**config.mk**
```make
export PLATFORM = sky130hd
export DESIGN_NAME = nec_ir_pulse_decoder
export DESIGN_NICKNAME = d
export VERILOG_FILES = /design/src/rtl/necir_pkg.sv /design/src/rtl/necir_core.sv /design/src/rtl/nec_ir_pulse_decoder.sv
export SDC_FILE = /design/constraint.sdc
export NUM_CORES = 1
export LEC_CHECK = 0
export BUFFER_PORTS_ARGS = -buffer_cell sky130_fd_sc_hd__buf_2
export CORE_ASPECT_RATIO = 0.7
export CORE_MARGIN = 10
export CORE_UTILIZATION = 35
export DETAILED_ROUTE_END_ITERATION = 16
export PLACE_DENSITY = 0.52
export SYNTH_ARGS = -nofsm -noshare
export SYNTH_HDL_FRONTEND = slang
export SYNTH_HIERARCHICAL = 1
export SYNTH_SLANG_ARGS = --single-unit
```
**constraint.sdc**
```tcl
create_clock -name clk -period 5.15 [get_ports clk]
set_clock_uncertainty 0.05 [all_clocks]
set_input_delay 1.03 -clock clk [delete_from_list [all_inputs] [get_ports clk]]
set_output_delay 1.03 -clock clk [all_outputs]
set_load 0.005 [all_outputs]
```
**src/rtl/necir_pkg.sv**
```systemverilog
// Shared types, codes and a helper function for the NEC infrared pulse decoder.
package necir_pkg;

	// Widths of the fixed fields.
	localparam int unsigned IntervalW = 20;
	localparam int unsigned BoundW    = 16;
	localparam int unsigned WordW     = 32;
	localparam int unsigned StatusW   = 2;
	localparam int unsigned RegIdxW   = 3;

	// Result status codes.
	typedef enum logic [StatusW-1:0] {
		ST_FULL  = 2'd0,
		ST_HOLD  = 2'd1,
		ST_ERROR = 2'd2
	} status_t;

	// Configuration register indexes.
	typedef enum logic [RegIdxW-1:0] {
		REG_HOLD_MIN = 3'd0,
		REG_HOLD_MAX = 3'd1,
		REG_FULL_MIN = 3'd2,
		REG_FULL_MAX = 3'd3,
		REG_ONE_MIN  = 3'd4,
		REG_ONE_MAX  = 3'd5,
		REG_ZERO_MIN = 3'd6,
		REG_ZERO_MAX = 3'd7
	} reg_idx_t;

	// Reset values of the timing windows, in microseconds.
	localparam logic [BoundW-1:0] HoldMinRst = 16'd2000;
	localparam logic [BoundW-1:0] HoldMaxRst = 16'd2500;
	localparam logic [BoundW-1:0] FullMinRst = 16'd4000;
	localparam logic [BoundW-1:0] FullMaxRst = 16'd5000;
	localparam logic [BoundW-1:0] OneMinRst  = 16'd1400;
	localparam logic [BoundW-1:0] OneMaxRst  = 16'd2000;
	localparam logic [BoundW-1:0] ZeroMinRst = 16'd300;
	localparam logic [BoundW-1:0] ZeroMaxRst = 16'd800;

	// Decoder phase, one-hot.
	typedef enum logic [2:0] {
		PH_IDLE     = 3'b001,
		PH_PREAMBLE = 3'b010,
		PH_DATA     = 3'b100
	} phase_t;

	// All timing windows as the core sees them.
	typedef struct packed {
		logic [BoundW-1:0] hold_min;
		logic [BoundW-1:0] hold_max;
		logic [BoundW-1:0] full_min;
		logic [BoundW-1:0] full_max;
		logic [BoundW-1:0] one_min;
		logic [BoundW-1:0] one_max;
		logic [BoundW-1:0] zero_min;
		logic [BoundW-1:0] zero_max;
	} windows_t;

	// One decoded result.
	typedef struct packed {
		status_t           status;
		logic [WordW-1:0]  frame_word;
	} result_t;

	// Strict window test: lo < v < hi.
	function automatic logic win_hit(
		input logic [IntervalW-1:0] v,
		input logic [BoundW-1:0]    lo,
		input logic [BoundW-1:0]    hi
	);
		logic [IntervalW-1:0] lo_x;
		logic [IntervalW-1:0] hi_x;
		lo_x = IntervalW'(lo);
		hi_x = IntervalW'(hi);
		return (v > lo_x) && (v < hi_x);
	endfunction

endpackage

```
**src/rtl/necir_core.sv**
```systemverilog
// Frame state machine: classifies one edge interval per cycle while take is high and forms results.
module necir_core #(
	parameter int unsigned EDGES_PER_FRAME = 65,
	parameter int unsigned FRAME_BITS      = 32
) (
	input  logic                              clk,
	input  logic                              arst_n,
	input  logic                              take,
	input  logic [necir_pkg::IntervalW-1:0]   interval_us,
	input  necir_pkg::windows_t               win,
	output logic                              res_valid,
	output necir_pkg::result_t                res
);
	import necir_pkg::*;

	// The edge counter must reach EDGES_PER_FRAME - 1 and the hold count of 3.
	localparam int unsigned CntW = ($clog2(EDGES_PER_FRAME) < 2) ? 2 : $clog2(EDGES_PER_FRAME);
	// The bit position is compared in a width that also holds FRAME_BITS.
	localparam int unsigned PosW = (CntW > 6) ? CntW : 6;
	localparam logic [CntW-1:0] LastEdge = CntW'(EDGES_PER_FRAME - 1);
	localparam logic [PosW-1:0] FrameBits = PosW'(FRAME_BITS);
	localparam logic [CntW-1:0] CntOne   = CntW'(1);
	localparam logic [CntW-1:0] CntTwo   = CntW'(2);
	localparam logic [CntW-1:0] CntThree = CntW'(3);

	phase_t            phase_q, phase_d;
	logic [CntW-1:0]   edge_count_q, edge_count_d;
	logic [WordW-1:0]  bit_shift_q, bit_shift_d;
	logic              bad_bit_q, bad_bit_d;
	logic [CntW-1:0]   pos;
	logic              one_hit;
	logic              zero_hit;

	assign pos      = edge_count_q >> 1;
	assign one_hit  = win_hit(interval_us, win.one_min, win.one_max);
	assign zero_hit = win_hit(interval_us, win.zero_min, win.zero_max);

	// Next state and result for the request being taken.
	always_comb begin
		phase_d        = phase_q;
		edge_count_d   = edge_count_q;
		bit_shift_d    = bit_shift_q;
		bad_bit_d      = bad_bit_q;
		res_valid      = 1'b0;
		res.status     = ST_ERROR;
		res.frame_word = '0;
		unique case (phase_q)
			PH_PREAMBLE: begin
				if (edge_count_q == CntOne) begin
					edge_count_d = CntTwo;
				end else if (edge_count_q == CntTwo) begin
					if (win_hit(interval_us, win.hold_min, win.hold_max)) begin
						edge_count_d = CntThree;
					end else if (win_hit(interval_us, win.full_min, win.full_max)) begin
						phase_d      = PH_DATA;
						edge_count_d = '0;
						bit_shift_d  = '0;
						bad_bit_d    = 1'b0;
					end else begin
						res_valid    = 1'b1;
						res.status   = ST_ERROR;
						phase_d      = PH_IDLE;
						edge_count_d = '0;
					end
				end else begin
					res_valid    = 1'b1;
					res.status   = ST_HOLD;
					phase_d      = PH_IDLE;
					edge_count_d = '0;
				end
			end
			PH_DATA: begin
				if (edge_count_q >= LastEdge) begin
					res_valid    = 1'b1;
					phase_d      = PH_IDLE;
					edge_count_d = '0;
					if (bad_bit_q) begin
						res.status = ST_ERROR;
					end else begin
						res.status     = ST_FULL;
						res.frame_word = bit_shift_q;
					end
				end else begin
					// Odd intervals carry the data bits, LSB first.
					if (edge_count_q[0] && (PosW'(pos) < FrameBits)) begin
						if (one_hit) begin
							bit_shift_d = bit_shift_q | (WordW'(1) << pos);
						end else if (!zero_hit) begin
							bad_bit_d = 1'b1;
						end
					end
					edge_count_d = edge_count_q + CntOne;
				end
			end
			default: begin
				// Idle, or an unused phase code: this edge opens a frame.
				phase_d      = PH_PREAMBLE;
				edge_count_d = CntOne;
			end
		endcase
	end

	// Frame state registers.
	always_ff @(posedge clk or negedge arst_n) begin
		if (!arst_n) begin
			phase_q      <= PH_IDLE;
			edge_count_q <= '0;
			bit_shift_q  <= '0;
			bad_bit_q    <= 1'b0;
		end else if (take) begin
			phase_q      <= phase_d;
			edge_count_q <= edge_count_d;
			bit_shift_q  <= bit_shift_d;
			bad_bit_q    <= bad_bit_d;
		end
	end

endmodule

```
**src/rtl/nec_ir_pulse_decoder.sv**
```systemverilog
// Top level of the NEC infrared pulse decoder: configuration, core and output buffer.
//
//  Channel  Handshake               Payload
//  in       in_valid / in_stall     interval_us
//  out      out_valid / out_stall   status, frame_word
//  cfg      cfg_valid / cfg_ready   cfg_index, cfg_data
//
// Each edge request is classified in the cycle it is taken; one request per cycle while in_stall is low.
// A result is registered in the output buffer before it appears on the output.
// A two-entry output buffer lets requests flow while a result waits; in_stall
// rises only when both entries are full. cfg_ready is always high.
// Reset restores the default timing windows and returns the decoder to idle.
module nec_ir_pulse_decoder #(
	parameter int unsigned EDGES_PER_FRAME = 65,
	parameter int unsigned FRAME_BITS      = 32
) (
	input  logic                              clk,
	input  logic                              arst_n,
	input  logic                              in_valid,
	output logic                              in_stall,
	input  logic [necir_pkg::IntervalW-1:0]   interval_us,
	output logic                              out_valid,
	input  logic                              out_stall,
	output logic [necir_pkg::StatusW-1:0]     status,
	output logic [necir_pkg::WordW-1:0]       frame_word,
	input  logic                              cfg_valid,
	output logic                              cfg_ready,
	input  logic [necir_pkg::RegIdxW-1:0]     cfg_index,
	input  logic [necir_pkg::BoundW-1:0]      cfg_data
);
	import necir_pkg::*;

	windows_t  win_q;
	logic      take;
	logic      res_valid;
	result_t   res;
	logic      main_valid_q;
	result_t   main_q;
	logic      skid_valid_q;
	result_t   skid_q;
	logic      pop;

	assign cfg_ready = 1'b1;

	// Timing window registers.
	always_ff @(posedge clk or negedge arst_n) begin
		if (!arst_n) begin
			win_q.hold_min <= HoldMinRst;
			win_q.hold_max <= HoldMaxRst;
			win_q.full_min <= FullMinRst;
			win_q.full_max <= FullMaxRst;
			win_q.one_min  <= OneMinRst;
			win_q.one_max  <= OneMaxRst;
			win_q.zero_min <= ZeroMinRst;
			win_q.zero_max <= ZeroMaxRst;
		end else if (cfg_valid && cfg_ready) begin
			unique case (reg_idx_t'(cfg_index))
				REG_HOLD_MIN: win_q.hold_min <= cfg_data;
				REG_HOLD_MAX: win_q.hold_max <= cfg_data;
				REG_FULL_MIN: win_q.full_min <= cfg_data;
				REG_FULL_MAX: win_q.full_max <= cfg_data;
				REG_ONE_MIN:  win_q.one_min  <= cfg_data;
				REG_ONE_MAX:  win_q.one_max  <= cfg_data;
				REG_ZERO_MIN: win_q.zero_min <= cfg_data;
				REG_ZERO_MAX: win_q.zero_max <= cfg_data;
				default: ;
			endcase
		end
	end

	assign in_stall = skid_valid_q;
	assign take     = in_valid && !in_stall;

	necir_core #(
		.EDGES_PER_FRAME (EDGES_PER_FRAME),
		.FRAME_BITS      (FRAME_BITS)
	) u_core (
		.clk         (clk),
		.arst_n      (arst_n),
		.take        (take),
		.interval_us (interval_us),
		.win         (win_q),
		.res_valid   (res_valid),
		.res         (res)
	);

	// Output buffer: main entry drives the port, skid entry catches a result
	// produced while the main one is held.
	assign pop = main_valid_q && !out_stall;

	always_ff @(posedge clk or negedge arst_n) begin
		if (!arst_n) begin
			main_valid_q <= 1'b0;
			skid_valid_q <= 1'b0;
		end else if (pop || !main_valid_q) begin
			if (skid_valid_q) begin
				main_valid_q <= 1'b1;
				skid_valid_q <= take && res_valid;
			end else begin
				main_valid_q <= take && res_valid;
			end
		end else if (take && res_valid) begin
			skid_valid_q <= 1'b1;
		end
	end

	always_ff @(posedge clk) begin
		if (pop || !main_valid_q) begin
			if (skid_valid_q) begin
				main_q <= skid_q;
				skid_q <= res;
			end else begin
				main_q <= res;
			end
		end else if (take && res_valid) begin
			skid_q <= res;
		end
	end

	assign out_valid  = main_valid_q;
	assign status     = main_q.status;
	assign frame_word = main_q.frame_word;

endmodule

```
Word-level counts from Yosys, hierarchy flattened
Index checks and enable logic that the tools add are counted.

storage, ports and cells
  register bits after elaboration = 241
  bits of input ports = 44
  logic and storage cells = 130

cells by class
  add/sub/neg operators = 1
  $lt $le $gt $ge = 10
  equality and inequality tests = 23
  shift-type cells = 1
  muxes and demuxes = 49
  bitwise gates (word level) = 1
  reduce and logical (&&, ||, !) cells = 27

operators by type and width
  kind                                                                      count
  32-bit two-way mux                                                        9
  34-bit two-way mux                                                        5
  20-bit by 16-bit > comparator with 1-bit output                           4
  20-bit by 16-bit less-than comparator with 1-bit output                   4
  32-bit case mux with 2 select lines                                       1
  32-bit bitwise OR                                                         1
  1-bit by 6-bit left shift with 32-bit output (first input constant)       1
  7-bit two-way mux                                                         3
  2-bit AND reduction                                                       9
  1-bit two-way mux                                                         17
  3-bit equality test (second input constant)                               5
  3-bit two-way mux                                                         5
  7-bit case mux with 2 select lines                                        1
  2-bit inequality test (second input constant)                             6
  2-bit by 1-bit inequality test with 1-bit output (second input constant)  5
  10-bit AND reduction                                                      1
  3-bit by 2-bit equality test with 1-bit output (second input constant)    3
  9-bit AND reduction                                                       1
  1-bit logical AND                                                         8
  2-bit two-way mux                                                         4
  7-bit by 1-bit adder with 7-bit output (second input constant)            1
  7-bit by 1-bit equality test with 1-bit output (second input constant)    1
  7-bit by 2-bit equality test with 1-bit output (second input constant)    1
  7-bit >= comparator (second input constant)                               1
  11 further kinds                                                          15

Logic depth before layout (Yosys ltp)
  depth in word-level cells = 10
  mapped depth = 11

Hierarchy
Netlist, hierarchy kept.

modules (own cells, without submodules)
  module                times used  cells an instance  area each (um2)  seq. area each (um2)
  nec_ir_pulse_decoder  1           396                7516.0           5346.4
  necir_core            1           664                5446.5           1077.3

Worst setup path before layout
OpenSTA, ideal clock, no wires.

  kind = input port to flip-flop
  from = input interval_us[19] in the netlist's numbering
  to = register skid_q[0] in the netlist's numbering, enable pin
  setup time = 0.376 ns
  arrival = 3.462 ns
  required time = 4.724 ns
  path slack = 1.262 ns
  stages on the path = 10
  path buffers = 1
  path through = or4_4 > buf_2 > or2_2 > nor4_1 > nand2_1 > nand4b_1 > nand3_1 > o21ai_0 > and4_1 > mux2_2

between the ends
  cells in the longest elaborated chain, start to end = 10
  elaborated cells on any way between the ends = 14
  classes of those cells = order compare: 4; mux: 5; reduce/logical: 5

ends and longest elaborated chain
  item                                                                                                                        line                         source
  start: declaration                                                                                                          nec_ir_pulse_decoder.sv:21   input logic [necir_pkg::IntervalW-1:0] interval_us,
  20-bit by 16-bit > comparator with 1-bit output or 20-bit by 16-bit less-than comparator with 1-bit output (tied branches)  necir_pkg.sv:75              return (v > lo_x) && (v < hi_x);
  1-bit logical AND                                                                                                           necir_pkg.sv:75
  1-bit two-way mux                                                                                                           necir_core.sv:54             end else if (win_hit(interval_us, win.full_min, win.full_max)) begin
  1-bit two-way mux (*)                                                                                                       necir_core.sv:52             if (win_hit(interval_us, win.hold_min, win.hold_max)) begin
  1-bit two-way mux (*)                                                                                                       necir_core.sv:51             end else if (edge_count_q == CntTwo) begin
  1-bit two-way mux (*)                                                                                                       necir_core.sv:49             if (edge_count_q == CntOne) begin
  1-bit case mux with 2 select lines (*)                                                                                      necir_core.sv:47             unique case (phase_q)
  named net res_valid                                                                                                         nec_ir_pulse_decoder.sv:35   logic res_valid;
  1-bit logical AND (*)                                                                                                       nec_ir_pulse_decoder.sv:115  end else if (take && res_valid) begin
  2-bit nonzero test (no line) (*)                                                                                            --
  2-bit AND reduction (no line) (*)                                                                                           --
  end signal: assignment                                                                                                      nec_ir_pulse_decoder.sv:111  skid_q <= res;
  end signal: assignment                                                                                                      nec_ir_pulse_decoder.sv:116  skid_q <= res;
  end: declaration                                                                                                            nec_ir_pulse_decoder.sv:40   result_t skid_q;

The timed path passes the listed nets; every way through them passes the cells marked *.
A chain may end at the register's enable or synchronous reset.

Worst setup path in the final report
  from = input interval_us[7] in the netlist's numbering
  to = register skid_q[19] in the netlist's numbering, enable pin

Same word-level chain as after synthesis.

==> flow_summary_export.csv <==
group,metric,value,unit
global_routing,grt-ovfl-total,0,
run_status,status,"completed",
setup_path,r2r_start,"win_q[87]",
setup_path,critPathTopFamily,"simple AND/OR/NAND/NOR gates",
synthesis,synth_edf_count,68,
sta,slew_headroom,0.3297,
synthesis,synth_cell_types,60,
global_routing,grt_pass1_wl,51410,um
setup_path,crit_buf_inv,2,
placement,dp_slack,0.8660,ns
global_routing,grt_pass1_vias,8519,
drt,drc,0,
clocking,cts_setup_buffers,0,
synthesis,synth_xor_area_frac,0,
synthesis,synth_mux_area_frac,0.1445,
flow_run,cap_violations,0,
drt,drt-wirelength-per-cell,19.93,um
power,peakVddDrop,0.2470,mV
synthesis,syn-instance-count,1060,
floorplanning,start_util,0.3580,
synthesis,ys_seq_elements,241,
drt,first_pass_iters,5,
global_routing,antenna_found_initial,1,
clocking,cts.sinks,241,
setup_path,crit_type,"input port to register",
sta,rsz0062_at_grt,"no",
synthesis,ys.flop_type,"dfrtp_1",
clocking,cts_buffers,28,
clocking,cts_buffer_depth,3,
clocking,clk_latency,0.55,ns
setup_path,end_kind,"register",
floorplanning,die_x,250.0,um
drt,drt_iter0_drc,480,
setup_path,cp-start-kind,"input port",
clocking,cts_hold_buf,0,
floorplanning,floorplan.rows,58,
setup_path,crit_start,"interval_us[7]",
sta,fin_tns_setup,0,ns
power,power_density,400.7,nW/um2
sta,fin_crit_sh,0.7307,
cells_and_area,nNetsFinal,1319,
synthesis,yosys.area.top_type_share,0.2529,
drt,num_vias,8369,
sta,period_minus_slack,3.763,ns
setup_path,required,5.35,ns
synthesis,syn_avg_cell_area,12.23,um2
power,p_switching,0.001770,W
power,power_frac_clock,0.338,
drt,drt.antenna.violating_nets,0,
setup_path,worstPathArrival,3.96,ns
placement,placed_cells,1597,
hold_path,hold_path_class,"register to register",
placement,place.gp.congestion,0.8694,
clocking,cts_tree,"done",
clocking,cts.repair.resized,0,
placement,hpwl,23340,um
sta,tightest_slew,1.005,ns
synthesis,yosysSeqAreaShare,0.4956,
synthesis,synth_top_family_by_area,"multiplexers",
floorplanning,die_y,181.0,um
global_routing,grt_usage,0.1427,
power,sequentialPowerShare,0.429,
synthesis,yosys_warnings,6,
setup_path,worst-path-max-fanout,34,
cells_and_area,fin_area,14810,um2
synthesis,synth_compound_area_frac,0.07973,
synthesis,syn-cell-area,12960,um2
sta,report.final.slew_viol_count,0,
cells_and_area,stdcell_count,1649,
clocking,cts-root-buf,"clkbuf_16",
setup_path,crit_chain,"buf_2 -> ha_1 -> nand4_1 -> or4_1 -> a21oi_1 -> a211o_1 -> nand4b_1 -> nand3_1 -> o21ai_0 -> and4_1 -> mux2_2 -> buf_4",
sta,setup_violations,0,
sta,holdWs,0.4350,ns
sta,fmax,0.2658,GHz
sta,finalHoldViolCount,0,
synthesis,synth.area.top_cells,"dfrtp_1 25%, edfxtp_1 16%, mux2_2 13%",
synthesis,synth_top_area_cell,"dfrtp_1",
power,p_leak,6.885,nW
cells_and_area,antennaDiodeCount,0,
hold_path,min-delay-start,"u_core/bit_shift_q[20]",
setup_path,worst-r2r-setup-slack,1.52,ns
synthesis,synth.net_count,1232,
cells_and_area,drive_gt1_frac,0.3054,
power,internal_power,0.004164,W
clocking,clk_pin_slew,0.06,ns
synthesis,async_reset_ff_frac,0.7178,
floorplanning,die_area,45260,um2
placement,port_buffers,79,
power,swShare,0.2982,
floorplanning,core,36210,um2
synthesis,yosys.area_share.adder,0.1236,
placement,place_area,13880,um2
cells_and_area,syn_to_final_growth,14.24,%
power,comb_power_share,0.234,
drt,vias_per_cell,5.075,
synthesis,synthSimpleGateAreaFrac,0.1018,
sta,worst_slack,1.387,ns
clocking,htree_levels,1,
setup_path,crit_path_top_delay_cell,"or4_1",
drt,drt-total-wl,32870,um
global_routing,grt_max_degree,102,
floorplanning,pin_count,81,
setup_path,max_stage_delay,0.58,ns
## cell usage after synthesis (13+ instances only)
master    number
ha_1         128
a21o_1        14
nand4_1       19
edfxtp_1      68
inv_1        127
and4b_1       14
a21oi_1       52
mux2_2       153
nand2_1       38
o21ai_0       25
dfstp_2       42
nand3_1       19
a22o_1        14
buf_2         13
nor2_1        18
and2_1        35
o21a_1        19
dfrtp_1      131
## through the flow
stage	utilization	power [W]
after CTS	0.4089	0.006020
after global placement	0.3833	0.003931
after floorplan	-	0.003460
final	0.4089	0.005934
after detailed placement	0.3833	0.003960
after global routing	0.4089	0.006293
## area by class of cell
type | count | area [um2]
fill | 3460 | 21400
sequential | 241 | 6424
multi-input combinational | 657 | 5867
clock buffer | 40 | 810.8
tap | 480 | 600.6
timing repair buffer | 92 | 511.7
inverter | 127 | 476.7
clock inverter | 12 | 117.6
## flip-flops by register name, summed over array words and instances, names as in the netlist
register,flops
win_q,128
skid_q,34
in_stall,1
status,2
out_valid,1
u_core/bit_shift_q,32
frame_word,32
u_core/bad_bit_q,1
u_core/edge_count_q,7
u_core/phase_q,3
## worst register-to-register path: stages, from the launching register on
cell and delay [ns]:
dfstp_2 0.53, inv_1 0.04, ha_1 0.30, nand4_1 0.19, or4_1 0.59, a21oi_1 0.16, a211o_1 0.11, nand4b_1 0.25
nand3_1 0.19, o21ai_0 0.14, and4_1 0.23, mux2_2 0.26, buf_4 0.27
## cell usage in the layout (no fill, tap or decap), types with 35 or more instances in the layout
master    count
a21oi_1      52
and2_1       35
buf_2        78
dfrtp_1     131
dfstp_2      42
edfxtp_1     68
ha_1        128
inv_1       127
mux2_2      153
nand2_1      38
## final timing paths
kind                                          endpoint  depth (start not counted)
worst max-delay path                        skid_q[19]                         12
max in group asynchronous                    win_q[76]                          2
min in group asynchronous                    win_q[97]                          1
worst min-delay path            u_core/bit_shift_q[20]                          1
worst min register to register  u_core/bit_shift_q[20]                          1
worst max register to register              skid_q[19]                         12
## metal layers
layer	track usage	wire length [um]	part of all wire	vias up
met4	0.03654	705	0.021	0
met1	0.2257	18320	0.56	4176
met3	0.02916	1476	0.045	45
met2	0.1876	12370	0.38	152
li1	-	-	-	3996
met5	0	0	0	-
## power groups by stage
stage	sequential, W	combinational (W)	clock, W
finish	0.00254	0.00139	0.00200
global route	0.00259	0.00156	0.00215
CTS	0.00254	0.00139	0.00208
detailed placement	0.00257	0.00139	0
global placement	0.00257	0.00136	0
floorplan	0.00253	0.000935	0
## kinds of logic (layout without fill, tap and decap cells)
family / after synthesis / in the layout
other: 1 / 1
DFF: 241 / 241
muxes: 163 / 163
buffers and inverters: 162 / 271
AOI/OAI and AO/OA: 156 / 156
adders and majority gates: 128 / 128
and+or+nand+nor: 209 / 209
Power figures use the tool's default switching activity.
